$ cat src/i2cmbe_pkg.sv
package i2cmbe_pkg;

  localparam int unsigned TicksW     = 16;
  localparam int unsigned PhaseW     = 4;
  localparam int unsigned ByteBits   = 8;
  localparam int unsigned BitCntW    = $clog2(ByteBits);
  localparam int unsigned QueueDepth = 4;
  localparam logic [TicksW-1:0] TicksReset = TicksW'(6);

  typedef enum logic [2:0] {
    CmdIdle  = 3'd0,
    CmdStart = 3'd1,
    CmdStop  = 3'd2,
    CmdSend  = 3'd3,
    CmdRecv  = 3'd4,
    CmdAck   = 3'd5
  } cmd_e;

  typedef struct packed {
    logic [2:0] action;
    logic [7:0] tx_byte;
    logic       ack_level;
    logic       sda_in;
  } in_t;

  typedef struct packed {
    logic       scl_level;
    logic       sda_level;
    logic       sda_released;
    logic       busy_res;
    logic       done_res;
    logic       ack_received;
    logic [7:0] rx_byte;
  } out_t;

  typedef struct packed {
    cmd_e       cmd;
    logic [7:0] tx_byte;
    logic       ack_level;
    logic       sda_in;
  } item_t;

endpackage

$ cat src/i2cmbe_front.sv
module i2cmbe_front (
  input  logic               clk_i,
  input  logic               rst_ni,
  input  logic               in_valid_i,
  output logic               in_stall_o,
  input  i2cmbe_pkg::in_t    in_data_i,
  output logic               push_o,
  input  logic               full_i,
  output i2cmbe_pkg::item_t  item_o
);

  logic              valid_q;
  i2cmbe_pkg::item_t item_q;
  i2cmbe_pkg::item_t item_d;
  logic              take;

  always_comb begin
    item_d.tx_byte   = in_data_i.tx_byte;
    item_d.ack_level = in_data_i.ack_level;
    item_d.sda_in    = in_data_i.sda_in;
    if (in_data_i.action >= 3'(i2cmbe_pkg::CmdStart) &&
        in_data_i.action <= 3'(i2cmbe_pkg::CmdAck)) begin
      item_d.cmd = i2cmbe_pkg::cmd_e'(in_data_i.action);
    end else begin
      item_d.cmd = i2cmbe_pkg::CmdIdle;
    end
  end

  assign push_o     = valid_q && !full_i;
  assign in_stall_o = valid_q && full_i;
  assign take       = in_valid_i && !in_stall_o;
  assign item_o     = item_q;

  always_ff @(posedge clk_i or negedge rst_ni) begin
    if (!rst_ni) begin
      valid_q <= 1'b0;
    end else if (take) begin
      valid_q <= 1'b1;
    end else if (push_o) begin
      valid_q <= 1'b0;
    end
  end

  always_ff @(posedge clk_i) begin
    if (take) begin
      item_q <= item_d;
    end
  end

endmodule

$ cat src/i2cmbe_queue.sv
module i2cmbe_queue #(
  parameter int unsigned Depth = i2cmbe_pkg::QueueDepth
) (
  input  logic               clk_i,
  input  logic               rst_ni,
  input  logic               push_i,
  input  i2cmbe_pkg::item_t  push_item_i,
  output logic               full_o,
  input  logic               pop_i,
  output logic               valid_o,
  output i2cmbe_pkg::item_t  pop_item_o
);

  localparam int unsigned PtrW = (Depth > 1) ? $clog2(Depth) : 1;
  localparam int unsigned CntW = $clog2(Depth + 1);

  i2cmbe_pkg::item_t mem_q [Depth];
  logic [PtrW-1:0]   wr_ptr_q, wr_ptr_d;
  logic [PtrW-1:0]   rd_ptr_q, rd_ptr_d;
  logic [CntW-1:0]   count_q, count_d;

  assign full_o     = (count_q == CntW'(Depth));
  assign valid_o    = (count_q != '0);
  assign pop_item_o = mem_q[rd_ptr_q];

  always_comb begin
    wr_ptr_d = wr_ptr_q;
    rd_ptr_d = rd_ptr_q;
    count_d  = count_q;
    if (push_i) begin
      wr_ptr_d = (wr_ptr_q == PtrW'(Depth - 1)) ? '0 : wr_ptr_q + PtrW'(1);
    end
    if (pop_i) begin
      rd_ptr_d = (rd_ptr_q == PtrW'(Depth - 1)) ? '0 : rd_ptr_q + PtrW'(1);
    end
    if (push_i && !pop_i) begin
      count_d = count_q + CntW'(1);
    end else if (pop_i && !push_i) begin
      count_d = count_q - CntW'(1);
    end
  end

  always_ff @(posedge clk_i or negedge rst_ni) begin
    if (!rst_ni) begin
      wr_ptr_q <= '0;
      rd_ptr_q <= '0;
      count_q  <= '0;
    end else begin
      wr_ptr_q <= wr_ptr_d;
      rd_ptr_q <= rd_ptr_d;
      count_q  <= count_d;
    end
  end

  always_ff @(posedge clk_i) begin
    if (push_i) begin
      mem_q[wr_ptr_q] <= push_item_i;
    end
  end

endmodule

$ cat src/i2cmbe_back.sv
module i2cmbe_back (
  input  logic                             clk_i,
  input  logic                             rst_ni,
  input  logic [i2cmbe_pkg::TicksW-1:0]    phase_ticks_i,
  input  logic                             valid_i,
  input  i2cmbe_pkg::item_t                item_i,
  output logic                             pop_o,
  output logic                             out_valid_o,
  input  logic                             out_stall_i,
  output i2cmbe_pkg::out_t                 out_data_o
);

  localparam int unsigned TicksW  = i2cmbe_pkg::TicksW;
  localparam int unsigned PhaseW  = i2cmbe_pkg::PhaseW;
  localparam int unsigned BitCntW = i2cmbe_pkg::BitCntW;
  localparam logic [BitCntW-1:0] LastBit = BitCntW'(i2cmbe_pkg::ByteBits - 1);

  i2cmbe_pkg::cmd_e   cmd_q, cmd_d, ecmd;
  logic [PhaseW-1:0]  phase_q, phase_d, eph;
  logic [BitCntW-1:0] bit_q, bit_d, ebit;
  logic [TicksW-1:0]  wait_q, wait_d, load_val;
  logic [7:0]         shift_q, shift_d, esh;
  logic [7:0]         rx_q, rx_d;
  logic               scl_q, scl_d;
  logic               sda_q, sda_d;
  logic               rel_q, rel_d;
  logic               ack_q, ack_d;
  logic               do_enter, seg_ok, done;
  logic               out_valid_q;
  i2cmbe_pkg::out_t   out_q, out_d;

  assign pop_o       = valid_i && (!out_valid_q || !out_stall_i);
  assign out_valid_o = out_valid_q;
  assign out_data_o  = out_q;
  assign load_val    = (phase_ticks_i == '0) ? TicksW'(1) : phase_ticks_i;

  always_comb begin
    cmd_d    = cmd_q;
    phase_d  = phase_q;
    bit_d    = bit_q;
    wait_d   = wait_q;
    shift_d  = shift_q;
    rx_d     = rx_q;
    scl_d    = scl_q;
    sda_d    = sda_q;
    rel_d    = rel_q;
    ack_d    = ack_q;
    ecmd     = cmd_q;
    eph      = phase_q;
    ebit     = bit_q;
    esh      = shift_q;
    do_enter = 1'b0;
    seg_ok   = 1'b1;
    done     = 1'b0;

    if (cmd_q == i2cmbe_pkg::CmdIdle) begin
      if (item_i.cmd != i2cmbe_pkg::CmdIdle) begin
        ecmd     = item_i.cmd;
        eph      = '0;
        ebit     = '0;
        do_enter = 1'b1;
        if (item_i.cmd == i2cmbe_pkg::CmdSend) begin
          esh = item_i.tx_byte;
        end else if (item_i.cmd == i2cmbe_pkg::CmdRecv) begin
          esh = '0;
        end
        if (item_i.cmd == i2cmbe_pkg::CmdAck) begin
          sda_d = item_i.ack_level;
        end
      end
    end else begin
      wait_d = (wait_q != '0) ? wait_q - TicksW'(1) : wait_q;
      if (wait_d == '0) begin
        do_enter = 1'b1;
        if ((cmd_q == i2cmbe_pkg::CmdSend || cmd_q == i2cmbe_pkg::CmdRecv) &&
            phase_q == PhaseW'(1) && bit_q != LastBit) begin
          ebit = bit_q + BitCntW'(1);
          eph  = '0;
        end else begin
          eph = phase_q + PhaseW'(1);
        end
      end
    end

    if (do_enter) begin
      cmd_d   = ecmd;
      phase_d = eph;
      bit_d   = ebit;
      shift_d = esh;
      unique case (ecmd)
        i2cmbe_pkg::CmdStart: begin
          case (eph)
            PhaseW'(0): sda_d = 1'b1;
            PhaseW'(1): scl_d = 1'b1;
            PhaseW'(2): sda_d = 1'b0;
            PhaseW'(3): scl_d = 1'b0;
            default:    seg_ok = 1'b0;
          endcase
        end
        i2cmbe_pkg::CmdStop: begin
          case (eph)
            PhaseW'(0): sda_d = 1'b0;
            PhaseW'(1): scl_d = 1'b1;
            PhaseW'(2): sda_d = 1'b1;
            default:    seg_ok = 1'b0;
          endcase
        end
        i2cmbe_pkg::CmdAck: begin
          case (eph)
            PhaseW'(0): seg_ok = 1'b1;
            PhaseW'(1): scl_d = 1'b1;
            PhaseW'(2): scl_d = 1'b0;
            default:    seg_ok = 1'b0;
          endcase
        end
        i2cmbe_pkg::CmdSend: begin
          case (eph)
            PhaseW'(0): begin
              if (ebit != '0) begin
                scl_d = 1'b0;
              end
              sda_d   = esh[7];
              shift_d = {esh[6:0], 1'b0};
            end
            PhaseW'(1): scl_d = 1'b1;
            PhaseW'(2): begin
              scl_d = 1'b0;
              rel_d = 1'b1;
            end
            PhaseW'(3): scl_d = 1'b1;
            PhaseW'(4): begin
              ack_d = !item_i.sda_in;
              scl_d = 1'b0;
            end
            default: begin
              rel_d  = 1'b0;
              seg_ok = 1'b0;
            end
          endcase
        end
        i2cmbe_pkg::CmdRecv: begin
          case (eph)
            PhaseW'(0): begin
              if (ebit == '0) begin
                rel_d = 1'b1;
              end
              scl_d = 1'b1;
            end
            PhaseW'(1): begin
              shift_d = {esh[6:0], item_i.sda_in};
              scl_d   = 1'b0;
            end
            default: begin
              rel_d  = 1'b0;
              rx_d   = esh;
              seg_ok = 1'b0;
            end
          endcase
        end
        default: seg_ok = 1'b0;
      endcase
      if (seg_ok) begin
        wait_d = load_val;
      end else begin
        cmd_d   = i2cmbe_pkg::CmdIdle;
        phase_d = '0;
        bit_d   = '0;
        done    = 1'b1;
      end
    end

    out_d.scl_level    = scl_d;
    out_d.sda_level    = sda_d;
    out_d.sda_released = rel_d;
    out_d.busy_res     = (cmd_d != i2cmbe_pkg::CmdIdle);
    out_d.done_res     = done;
    out_d.ack_received = ack_d;
    out_d.rx_byte      = rx_d;
  end

  always_ff @(posedge clk_i or negedge rst_ni) begin
    if (!rst_ni) begin
      cmd_q       <= i2cmbe_pkg::CmdIdle;
      phase_q     <= '0;
      bit_q       <= '0;
      wait_q      <= '0;
      shift_q     <= '0;
      rx_q        <= '0;
      scl_q       <= 1'b1;
      sda_q       <= 1'b1;
      rel_q       <= 1'b0;
      ack_q       <= 1'b0;
      out_valid_q <= 1'b0;
    end else begin
      if (pop_o) begin
        cmd_q   <= cmd_d;
        phase_q <= phase_d;
        bit_q   <= bit_d;
        wait_q  <= wait_d;
        shift_q <= shift_d;
        rx_q    <= rx_d;
        scl_q   <= scl_d;
        sda_q   <= sda_d;
        rel_q   <= rel_d;
        ack_q   <= ack_d;
        out_valid_q <= 1'b1;
      end else if (!out_stall_i) begin
        out_valid_q <= 1'b0;
      end
    end
  end

  always_ff @(posedge clk_i) begin
    if (pop_o) begin
      out_q <= out_d;
    end
  end

endmodule

$ cat src/i2c_master_bit_engine.sv
// I2C master bit engine. Every request is one time tick and yields exactly one result carrying
// the SCL and SDA levels, SDA direction, busy, done, the ack flag and the last received byte.
// A tick may carry a command, which is taken only while no command is running. The block accepts
// one request per clock cycle and returns one result per cycle while neither side stalls; each
// result passes through the input register, the request queue and the output register, and the
// queue absorbs short output stalls. phase_ticks may be written only while no request is in
// flight.
module i2c_master_bit_engine #(
  parameter int unsigned QueueDepth = i2cmbe_pkg::QueueDepth
) (
  input  logic                           clk_i,
  input  logic                           rst_ni,
  input  logic                           in_valid_i,
  output logic                           in_stall_o,
  input  i2cmbe_pkg::in_t                in_data_i,
  output logic                           out_valid_o,
  input  logic                           out_stall_i,
  output i2cmbe_pkg::out_t               out_data_o,
  input  logic                           cfg_valid_i,
  output logic                           cfg_ready_o,
  input  logic [i2cmbe_pkg::TicksW-1:0]  cfg_data_i
);

  logic [i2cmbe_pkg::TicksW-1:0] phase_ticks_q;
  logic                          push;
  logic                          full;
  logic                          pop;
  logic                          q_valid;
  i2cmbe_pkg::item_t             front_item;
  i2cmbe_pkg::item_t             back_item;

  assign cfg_ready_o = 1'b1;

  always_ff @(posedge clk_i or negedge rst_ni) begin
    if (!rst_ni) begin
      phase_ticks_q <= i2cmbe_pkg::TicksReset;
    end else if (cfg_valid_i && cfg_ready_o) begin
      phase_ticks_q <= cfg_data_i;
    end
  end

  i2cmbe_front u_front (
    .clk_i      (clk_i),
    .rst_ni     (rst_ni),
    .in_valid_i (in_valid_i),
    .in_stall_o (in_stall_o),
    .in_data_i  (in_data_i),
    .push_o     (push),
    .full_i     (full),
    .item_o     (front_item)
  );

  i2cmbe_queue #(
    .Depth (QueueDepth)
  ) u_queue (
    .clk_i       (clk_i),
    .rst_ni      (rst_ni),
    .push_i      (push),
    .push_item_i (front_item),
    .full_o      (full),
    .pop_i       (pop),
    .valid_o     (q_valid),
    .pop_item_o  (back_item)
  );

  i2cmbe_back u_back (
    .clk_i         (clk_i),
    .rst_ni        (rst_ni),
    .phase_ticks_i (phase_ticks_q),
    .valid_i       (q_valid),
    .item_i        (back_item),
    .pop_o         (pop),
    .out_valid_o   (out_valid_o),
    .out_stall_i   (out_stall_i),
    .out_data_o    (out_data_o)
  );

endmodule
$ cat config.mk
export PLATFORM = sky130hd
export DESIGN_NAME = i2c_master_bit_engine
export DESIGN_NICKNAME = d
export VERILOG_FILES = /design/src/i2cmbe_pkg.sv /design/src/i2cmbe_front.sv /design/src/i2cmbe_queue.sv /design/src/i2cmbe_back.sv /design/src/i2c_master_bit_engine.sv
export SDC_FILE = /design/constraint.sdc
export NUM_CORES = 1
export LEC_CHECK = 0
export BUFFER_PORTS_ARGS = -buffer_cell sky130_fd_sc_hd__buf_2
export CAP_MARGIN = 20
export CORE_AREA = 2 2 113 142
export DETAILED_ROUTE_END_ITERATION = 12
export DIE_AREA = 0 0 115 144
export GPL_ROUTABILITY_DRIVEN = 0
export PLACE_DENSITY = 0.7
export SETUP_SLACK_MARGIN = 0.2
export SLEW_MARGIN = 40
export SYNTH_ARGS = -nofsm -noshare
export SYNTH_HDL_FRONTEND = slang
export SYNTH_HIERARCHICAL = 1
export SYNTH_SLANG_ARGS = --single-unit
$ cat constraint.sdc
create_clock -name clk_i -period 5.3 [get_ports clk_i]
set_input_delay 1.06 -clock clk_i [delete_from_list [all_inputs] [get_ports clk_i]]
set_output_delay 1.06 -clock clk_i [all_outputs]
set_load 0.02 [all_outputs]
======== Word-level counts from Yosys, hierarchy flattened ========
Memory sizes are Yosys's and may differ from the RTL's.
Index checks and enable logic that the tools add are counted.
word-level totals
  bits of input ports ..................... 34
  latch bits .............................. 0
  bits in writable memories ............... 52
  flip-flop bits (word level) ............. 98
  memories ................................ 1
  memory bits (read-only) ................. 0
operators by class
  $mul .................................... 0
  div/mod/pow operators ................... 0
  $lt $le $gt $ge ......................... 2
  bitwise logic cells ..................... 0
  mux-type cells .......................... 73
  equal/unequal tests ..................... 20
  reductions and logical operators ........ 39
  shift operators ......................... 0
  add/subtract/negate cells ............... 7
memories
  name           depth  width  rd ports  clocked after memory_dff  wr ports  line                source
  u_queue.mem_q  4      13     1         0                         1         i2cmbe_queue.sv:17  i2cmbe_pkg::item_t mem_q [Depth];
operators with widths
  cell                     count
  $mux W16                 5
  $mux W8                  9
  $mux W3                  11
  $logic_not A16 Y1        2
  $mux W1                  28
  $mux W4                  5
  $eq A3 B3 Y1 const B     6
  $pmux W1 S2              8
  $pmux W8 S2              1
  $reduce_bool A16 Y1      1
  $sub A16 B1 Y16 const B  1
  $eq A3 B2 Y1 const B     4
  $reduce_bool A3 Y1       4
  $logic_and A1 B1 Y1      9
  $eq A4 B1 Y1 const B     2
  $eq A4 B2 Y1 const B     2
  $reduce_or A2 Y1         4
  $reduce_or A4 Y1         2
  $logic_not A1 Y1         7
  $add A3 B1 Y3 const B    2
  $logic_not A3 Y1         2
  $pmux W1 S3              2
  $pmux W1 S5              1
  $reduce_or A5 Y1         1
  17 further kinds         22

======== Depth between registers and ports, before layout ========
Gate-level depths: netlist of run 1.
  word-level depth ........................ 15
  mapped depth ............................ 14

======== Cells and area by module ========
Netlist of run 1, hierarchy kept.
modules (own cells, without submodules)
  module                 cells each  instances  area an instance (µm²)
  i2cmbe_back            486         1          4,426.7
  i2cmbe_queue           105         1          2,322.2
  i2c_master_bit_engine  36          1          663.1
  i2cmbe_front           21          1          462.9

======== Worst setup path after synthesis of run 1 ========
Ideal clock, no wire load.
  kind .................................... reg2reg
  from .................................... register u_back.wait_q[0]
  to ...................................... register u_back.out_q, in the netlist u_back/out_data_o[13] (data pin)
  setup time .............................. 276 ps
  arrival ................................. 3,460 ps
  setup slack ............................. 1,564 ps
  required time ........................... 5,024 ps
  buffers on the path ..................... 1
  cell stages (with the launch flop) ...... 14
  cells stage by stage .................... dfrtp_1 -> inv_1 -> ha_1 -> or4b_1 -> nor3_2 -> mux2i_1 -> and4_1 -> o211ai_2 -> buf_4 -> or4_1 -> nand2_1 -> o21bai_1 -> a2111oi_0 -> a31oi_1
RTL lines
  item                    line                source
  start, declared         i2cmbe_back.sv:21   logic [TicksW-1:0] wait_q, wait_d, load_val;
  start signal, assigned  i2cmbe_back.sv:199  wait_q <= wait_d;
  end signal, assigned    i2cmbe_back.sv:215  out_q <= out_d;
  end, declared           i2cmbe_back.sv:30   i2cmbe_pkg::out_t out_q, out_d;

======== Worst setup path in the final report of run 1 ========
  from .................................... register u_back.wait_q[0]
  to ...................................... register u_back.bit_q[2]
on the way
  longest elaborated chain between the ends .. 11
  elaborated cells between the ends (all ways) .. 27
  those cells by class .................... add/sub (1); eq/ne (4); mux (14); reduce/logical (8)
ends and longest elaborated chain
  item                                                      line                source
  $sub A16 B1 Y16 or $reduce_bool A16 Y1 (tied branches)    i2cmbe_back.sv:72   wait_d = (wait_q != '0) ? wait_q - TicksW'(1) : wait_q;
  $mux W16 *                                                i2cmbe_back.sv:72
  $logic_not A16 Y1 *                                       i2cmbe_back.sv:73   if (wait_d == '0) begin
  $mux W4                                                   i2cmbe_back.sv:73
  $mux W4                                                   i2cmbe_back.sv:56   if (cmd_q == i2cmbe_pkg::CmdIdle) begin
  $eq A4 B2 Y1, or another cell as far along                n/a
  $reduce_or A5 Y1 (no line), or another cell as far along  n/a
  $mux W1, on equally long branches                         n/a
  $pmux W1 S4                                               i2cmbe_back.sv:90   unique case (ecmd)
  $mux W1                                                   i2cmbe_back.sv:85   if (do_enter) begin
  $mux W3                                                   i2cmbe_back.sv:162  if (seg_ok) begin
  end signal, assigned                                      i2cmbe_back.sv:198  bit_q <= bit_d;
  end, declared                                             i2cmbe_back.sv:20   logic [BitCntW-1:0] bit_q, bit_d, ebit;
Mark *: on every way between the ends. The rest lies on a longest branch, timed or not. The select of a mux whose other input is x is not followed.
A chain may end at the register's enable or synchronous reset.

==> results.yml, run 1 <==
status:
  outcome: "completed"
floorplan:
  die_area_um2: 16600
  die_h_um: 144
  io_pins: 51
  num_rows: 51
  die_w_um: 115
  initial_utilization: 0.514
  core_area_um2: 15300
route:
  wl_per_cell_um: 19.7
  wl_um: 17400
  firstDrtPassIters: 5
  routed_via_density: 6.44
  drc_errors: 0
  drt_iter0_drc: 519
  ant_nets: 0
  num_vias: 5689
critical_path:
  cp_max_fo: 18
  r2r_cells: 12
  crit_required_ps: 5640
  cp.arrival_ps: 4900
  cp_top_family: "compound AO/OA/AOI/OAI gates"
  path_cells: "inv_1, ha_1, nor3b_1, nand4_1, a221o_1, a21oi_1, o211ai_2, o311a_1, nor3_1, a22oi_2, nor2_2, a32o_1"
  worstSetupPathDepth: 12
  slowest_stage: "nor2_2"
  start_kind: "flop"
  critical_path_class: "reg -> reg"
  end_kind: "flop"
  path_buf_inv: 1
  cp_slowest_stage_delay_ps: 660
sta:
  fin_skew_ps: 7.55
  finalHoldViolCount: 0
  tightest_slew_ps: 795
  slew_viol_final: 0
  period_share: 0.860
  final-setup-viol-count: 0
  finalCriticalPeriod_ps: 4560
  fmax_mhz: 219
  relSlewSlack: 0.465
  tns_ps: 0
  rsz0062_at_grt: "false"
yosys:
  yosys.area.top_type_share: 0.301
  yosysSeqAreaShare: 0.527
  async_flop_share: 0.473
  ys_ff_latch: 150
  synth_cells: 648
  synth-edff-count: 79
  avgSynthCellArea_um2: 12.2
  syn_nets: 694
  ys_warn_count: 6
  synth_area_leaders: "edfxtp_1 30%, dfrtp_1 21%, mux2_4 3.4%"
  synth_top_area_cell: "edfxtp_1"
  synth_common_cells: "79 x edfxtp_1, 67 x dfrtp_1, 53 x nand2_1"
  syn_area_um2: 7880
  synth_most_common_cell: "edfxtp_1"
  synth_cell_type_count: 87
  synth-main-ff-cell: "edfxtp_1"
job:
  drv_cap: 0
clocking:
  cts_resized: 0
  clk_latency_ps: 420
  clockRootBuffer: "clkbuf_16"
  cts_tree: "done"
  cts_sinks: 150
  clk_pin_slew_ps: 60
  post-cts-setup-buffer-count: 0
  cts_inserted_buffers: 17
  cts_buffer_depth: 2
  h-tree-depth: 4
  cts_hold_buf: 0
final_layout:
  design_area_um2: 8820
  n_antenna_cell: 0
  fill_cells: 1241
  drive_gt1_frac: 0.250
  utilization: 0.576
  areaGrowthSynthToFinish_pct: 11.9
  nets: 732
global_routing:
  antenna_found_initial: 0
  grt_max_degree: 47
  overflow: 0
  grt_pass1_vias: 5681
  grt_util_all_layers: 0.221
  grt_pass1_wl_um: 28200
power_and_ir_drop:
  clockPowerShare: 0.253
  powerDensity_nw_per_um2: 544
  p_seq_frac: 0.381
  power_frac_comb: 0.366
  switching_share: 0.381
  p_leak_uw: 0.00343
  p_sw_uw: 1830
  vdd_drop_max_uv: 315
  internal_power_uw: 2970
hold_path:
  worstHoldPathType: "reg -> reg"
  min_path_cells: 2
placement:
  port_buffers: 49
  dp_hpwl_um: 12000
  place_area_um2: 8200
stage by stage:
step	setup WS, ps	total power (uW)	hold slack [ps]	std cells
3_5_place_dp	862	3570	489	852
4_1_cts	848	4800	504	884
6_report	741	4790	495	884
2_1_floorplan	1560	3130	449	648
3_3_place_gp	1050	3490	465	852
5_1_grt	403	5060	525	884
cell families after synthesis:
logic type / Yosys count / share of synthesized area
simple gates: 211 / 0.151
compound gates: 160 / 0.148
flops: 150 / 0.527
mux: 60 / 0.114
buf+inv: 49 / 0.0332
fa+ha+maj: 12 / 0.0200
xor+xnor: 5 / 0.00556
other cells: 1 / 0.000476
cells in the final DEF, fill, tap and decap left out, drive strengths merged, types with 13 or more instances in the layout:
| master | count |
|---|---|
| a211oi | 17 |
| a21oi | 29 |
| nor2 | 42 |
| buf | 57 |
| nor4 | 14 |
| nand3 | 16 |
| edfxtp | 79 |
| mux2 | 37 |
| clkbuf | 21 |
| nand2 | 53 |
| o21ai | 31 |
| mux4 | 13 |
| inv | 15 |
| dfrtp | 67 |
| nor3 | 24 |
worst min-delay path: cells and delay by family (launching register included):
kind             cells  cell delay [ps]
AND/OR/NAND/NOR      2              120
flip-flops           1              340
registers in the layout, indices dropped and copies added (netlist names), 3 cells and up:
| signal | count |
|---|---|
| u_front/item_o | 13 |
| u_back/shift_q | 8 |
| u_back/out_data_o | 14 |
| u_back/cmd_q | 3 |
| u_queue/mem_q | 52 |
| phase_ticks_q | 16 |
| u_back/wait_q | 16 |
| u_queue/count_q | 3 |
| u_back/bit_q | 3 |
| u_back/phase_q | 4 |
| u_back/rx_q | 8 |
cell type report:
class | instances | area, um2 | share of cell area
multi-input cells | 449 | 3470 | 0.394
clock buffers | 21 | 504 | 0.0572
repair buffers | 57 | 308 | 0.0349
well taps | 185 | 231 | 0.0263
clock inverters | 11 | 108 | 0.0122
flip-flops and latches | 150 | 4150 | 0.471
inverters | 11 | 41.3 | 0.00468
power groups by stage:
stage               combinational [uW]  clock (uW)  sequential, uW
finish                            1760        1210            1830
global route                      1910        1280            1860
CTS                               1750        1230            1820
detailed placement                1730           0            1840
global placement                  1670           0            1810
floorplan                         1390           0            1740
final timing paths:
check | slack, ps | to | from
min reg2reg | 500 | u_back/out_valid_o$_DFFE_PN0P_ | u_back/out_valid_o$_DFFE_PN0P_
max | 740 | u_back/bit_q[2]$_DFFE_PN0P_ | u_back/wait_q[0]$_DFFE_PN0P_
min | 500 | u_back/out_valid_o$_DFFE_PN0P_ | u_back/out_valid_o$_DFFE_PN0P_
min in group asynchronous | 650 | u_front/valid_q$_DFFE_PN0P_ | rst_ni
max in group asynchronous | 3800 | u_back/scl_q$_DFFE_PN1P_ | rst_ni
max reg2reg | 740 | u_back/bit_q[2]$_DFFE_PN0P_ | u_back/wait_q[0]$_DFFE_PN0P_
routing by layer:
layer,GRT usage,share of wire
met1,0.260,0.39
met2,0.383,0.52
met3,0.0432,0.057
met4,0.112,0.036
met5,0,0
Power figures use the tool's default switching activity.
==> run 2, diff against run 1 <==
CORE_AREA = 2 2 120 133   (was 2 2 113 142)
DIE_AREA = 0 0 122 135   (was 0 0 115 144)
SKIP_CTS_REPAIR_TIMING = 1   (was default)
==> results.yml, run 2 (synthesis results as in run 1) <==
critical_path:
  cp.arrival_ps: 4950
  crit_top_cell: "a21oi_1"
  critPathCapture: "u_back/wait_q[15]$_DFFE_PN0P_"
  r2r_cells: 12
  critical_path_class: "reg -> reg"
  start_kind: "flop"
  path_cells: "inv_1, ha_1, nor3b_1, nand4_1, a221o_1, a21oi_1, o211ai_2, o311a_1, nor3_1, a22o_1, a21oi_1, a311o_1"
  slowest_stage: "a22o_1"
  r2r_end: "u_back/wait_q[15]$_DFFE_PN0P_"
  r2r-start: "u_back/wait_q[0]$_DFFE_PN0P_"
  rrSetupSlack_ps: 660
  end_kind: "flop"
  cp_slowest_stage_delay_ps: 580
  crit_required_ps: 5600
  critPathLaunch: "u_back/wait_q[0]$_DFFE_PN0P_"
  cp_max_fo: 15
sta:
  tns_ps: 0
  slew_viol_final: 0
  relSlewSlack: 0.462
  rsz0062_at_grt: "false"
  fmax_mhz: 215
  finalHoldViolCount: 0
  tightest_slew_ps: 786
  period_share: 0.876
  final-setup-viol-count: 0
  fin_skew_ps: 8.81
  finalCriticalPeriod_ps: 4640
placement:
  dp_hpwl_um: 12200
  dp.cells: 863
  port_buffers: 49
global_routing:
  grt_max_degree: 55
  grt_util_all_layers: 0.236
  antenna_found_initial: 0
  grt_pass1_vias: 5663
  grt_pass1_wl_um: 30000
  overflow: 0
status:
  outcome: "completed"
job:
  drv_cap: 0
route:
  drt_iter0_drc: 575
  routed_via_density: 6.32
  wl_um: 18000
  wl_per_cell_um: 20.1
  ant_nets: 0
  num_vias: 5657
  firstDrtPassIters: 5
  drc_errors: 0
final_layout:
  areaGrowthSynthToFinish_pct: 11.7
  n_antenna_cell: 0
  largest_reg_flops: 52
  final_common_cell: "edfxtp_1"
  mostFrequentLayoutCells: "79 x edfxtp_1, 67 x dfrtp_1, 53 x nand2_1"
  drive_gt1_frac: 0.247
  fill_cells: 1204
  max_flop_register: "u_queue/mem_q"
  reg_top3: "u_queue/mem_q x52, phase_ticks_q x16, u_back/wait_q x16"
  final-instance-count-excl-fill: 895
  nets: 732
clocking:
  cts_buffer_depth: 2
  clk_pin_slew_ps: 60
  cts_tree: "done"
  cts_inserted_buffers: 17
  clk_latency_ps: 430
  h-tree-depth: 4
  cts_sinks: 150
  clockRootBuffer: "clkbuf_16"
floorplan:
  io_pins: 51
  initial_utilization: 0.525
  num_rows: 47
  die_w_um: 122
  die_h_um: 135
  core_area_um2: 15000
  die_area_um2: 16500
power_and_ir_drop:
  powerDensity_nw_per_um2: 542
  p_leak_uw: 0.00339
  vdd_drop_max_uv: 278
hold_path:
  holdCritStartpoint: "u_queue/count_q[2]$_DFFE_PN0P_"
  worstHoldPathType: "reg -> reg"
  min_path_cells: 1
-- run 2: changes by cell type in the layout (fill, tap and decap cells not counted), moves of 2 or more --
cell / previous run / this run
clkinv_1: 0 / 3
clkinv_2: 2 / 0
clkbuf_16: 20 / 17
clkinvlp_4: 0 / 5
clkinv_4: 4 / 2
-- run 2: through the flow --
stage	total power [uW]	hold WS (ps)	cell area [um2]	setup WS, ps	util
2_1_floorplan	3130	449	7880	1560	-
3_3_place_gp	3480	466	8210	1030	0.548
3_5_place_dp	3550	472	8210	797	0.548
4_1_cts	4750	480	8790	788	0.586
5_1_grt	5050	485	8790	201	0.586
6_report	4760	479	8790	658	0.586
-- run 2: worst min path at each step --
stage / end / slack [ps]
floorplan: u_queue/count_q[2]$_DFFE_PN0P_ / 450
global placement: u_queue/count_q[2]$_DFFE_PN0P_ / 470
detailed placement: u_queue/count_q[2]$_DFFE_PN0P_ / 470
CTS: u_queue/count_q[2]$_DFFE_PN0P_ / 480
global route: u_queue/count_q[2]$_DFFE_PN0P_ / 490
finish: u_queue/count_q[2]$_DFFE_PN0P_ / 480
-- run 2: power by group --
| group | total [uW] | internal [uW] | switching [uW] | leakage, uW |
|---|---|---|---|---|
| combinational | 1740 | 674 | 1070 | 0.00150 |
| sequential | 1840 | 1560 | 287 | 0.00162 |
| clock | 1180 | 694 | 487 | 0.000265 |
-- run 2: final cells by class --
| type | instances | area, um2 | share of cell area |
|---|---|---|---|
| flip-flops and latches | 150 | 4150 | 0.472 |
| inverters | 11 | 41.3 | 0.00470 |
| clock inverters | 14 | 149 | 0.0169 |
| clock buffers | 18 | 429 | 0.0488 |
| multi-input cells | 449 | 3470 | 0.395 |
| well taps | 196 | 245 | 0.0279 |
| repair buffers | 57 | 305 | 0.0347 |
-- run 2: metal layers --
metal,global-route usage,share of wire
met5,0,0
met4,0.0798,0.022
met3,0.0503,0.058
met2,0.388,0.51
met1,0.313,0.41
-- run 2: worst max-delay path, delay by kind of cell, from the launching register on --
| family | cells | cell delay, ps |
|---|---|---|
| adders and majority gates | 1 | 250 |
| buffers and inverters | 1 | 80 |
| and+or+nand+nor | 3 | 1260 |
| AOI/OAI and AO/OA | 7 | 2480 |
| DFF | 1 | 440 |
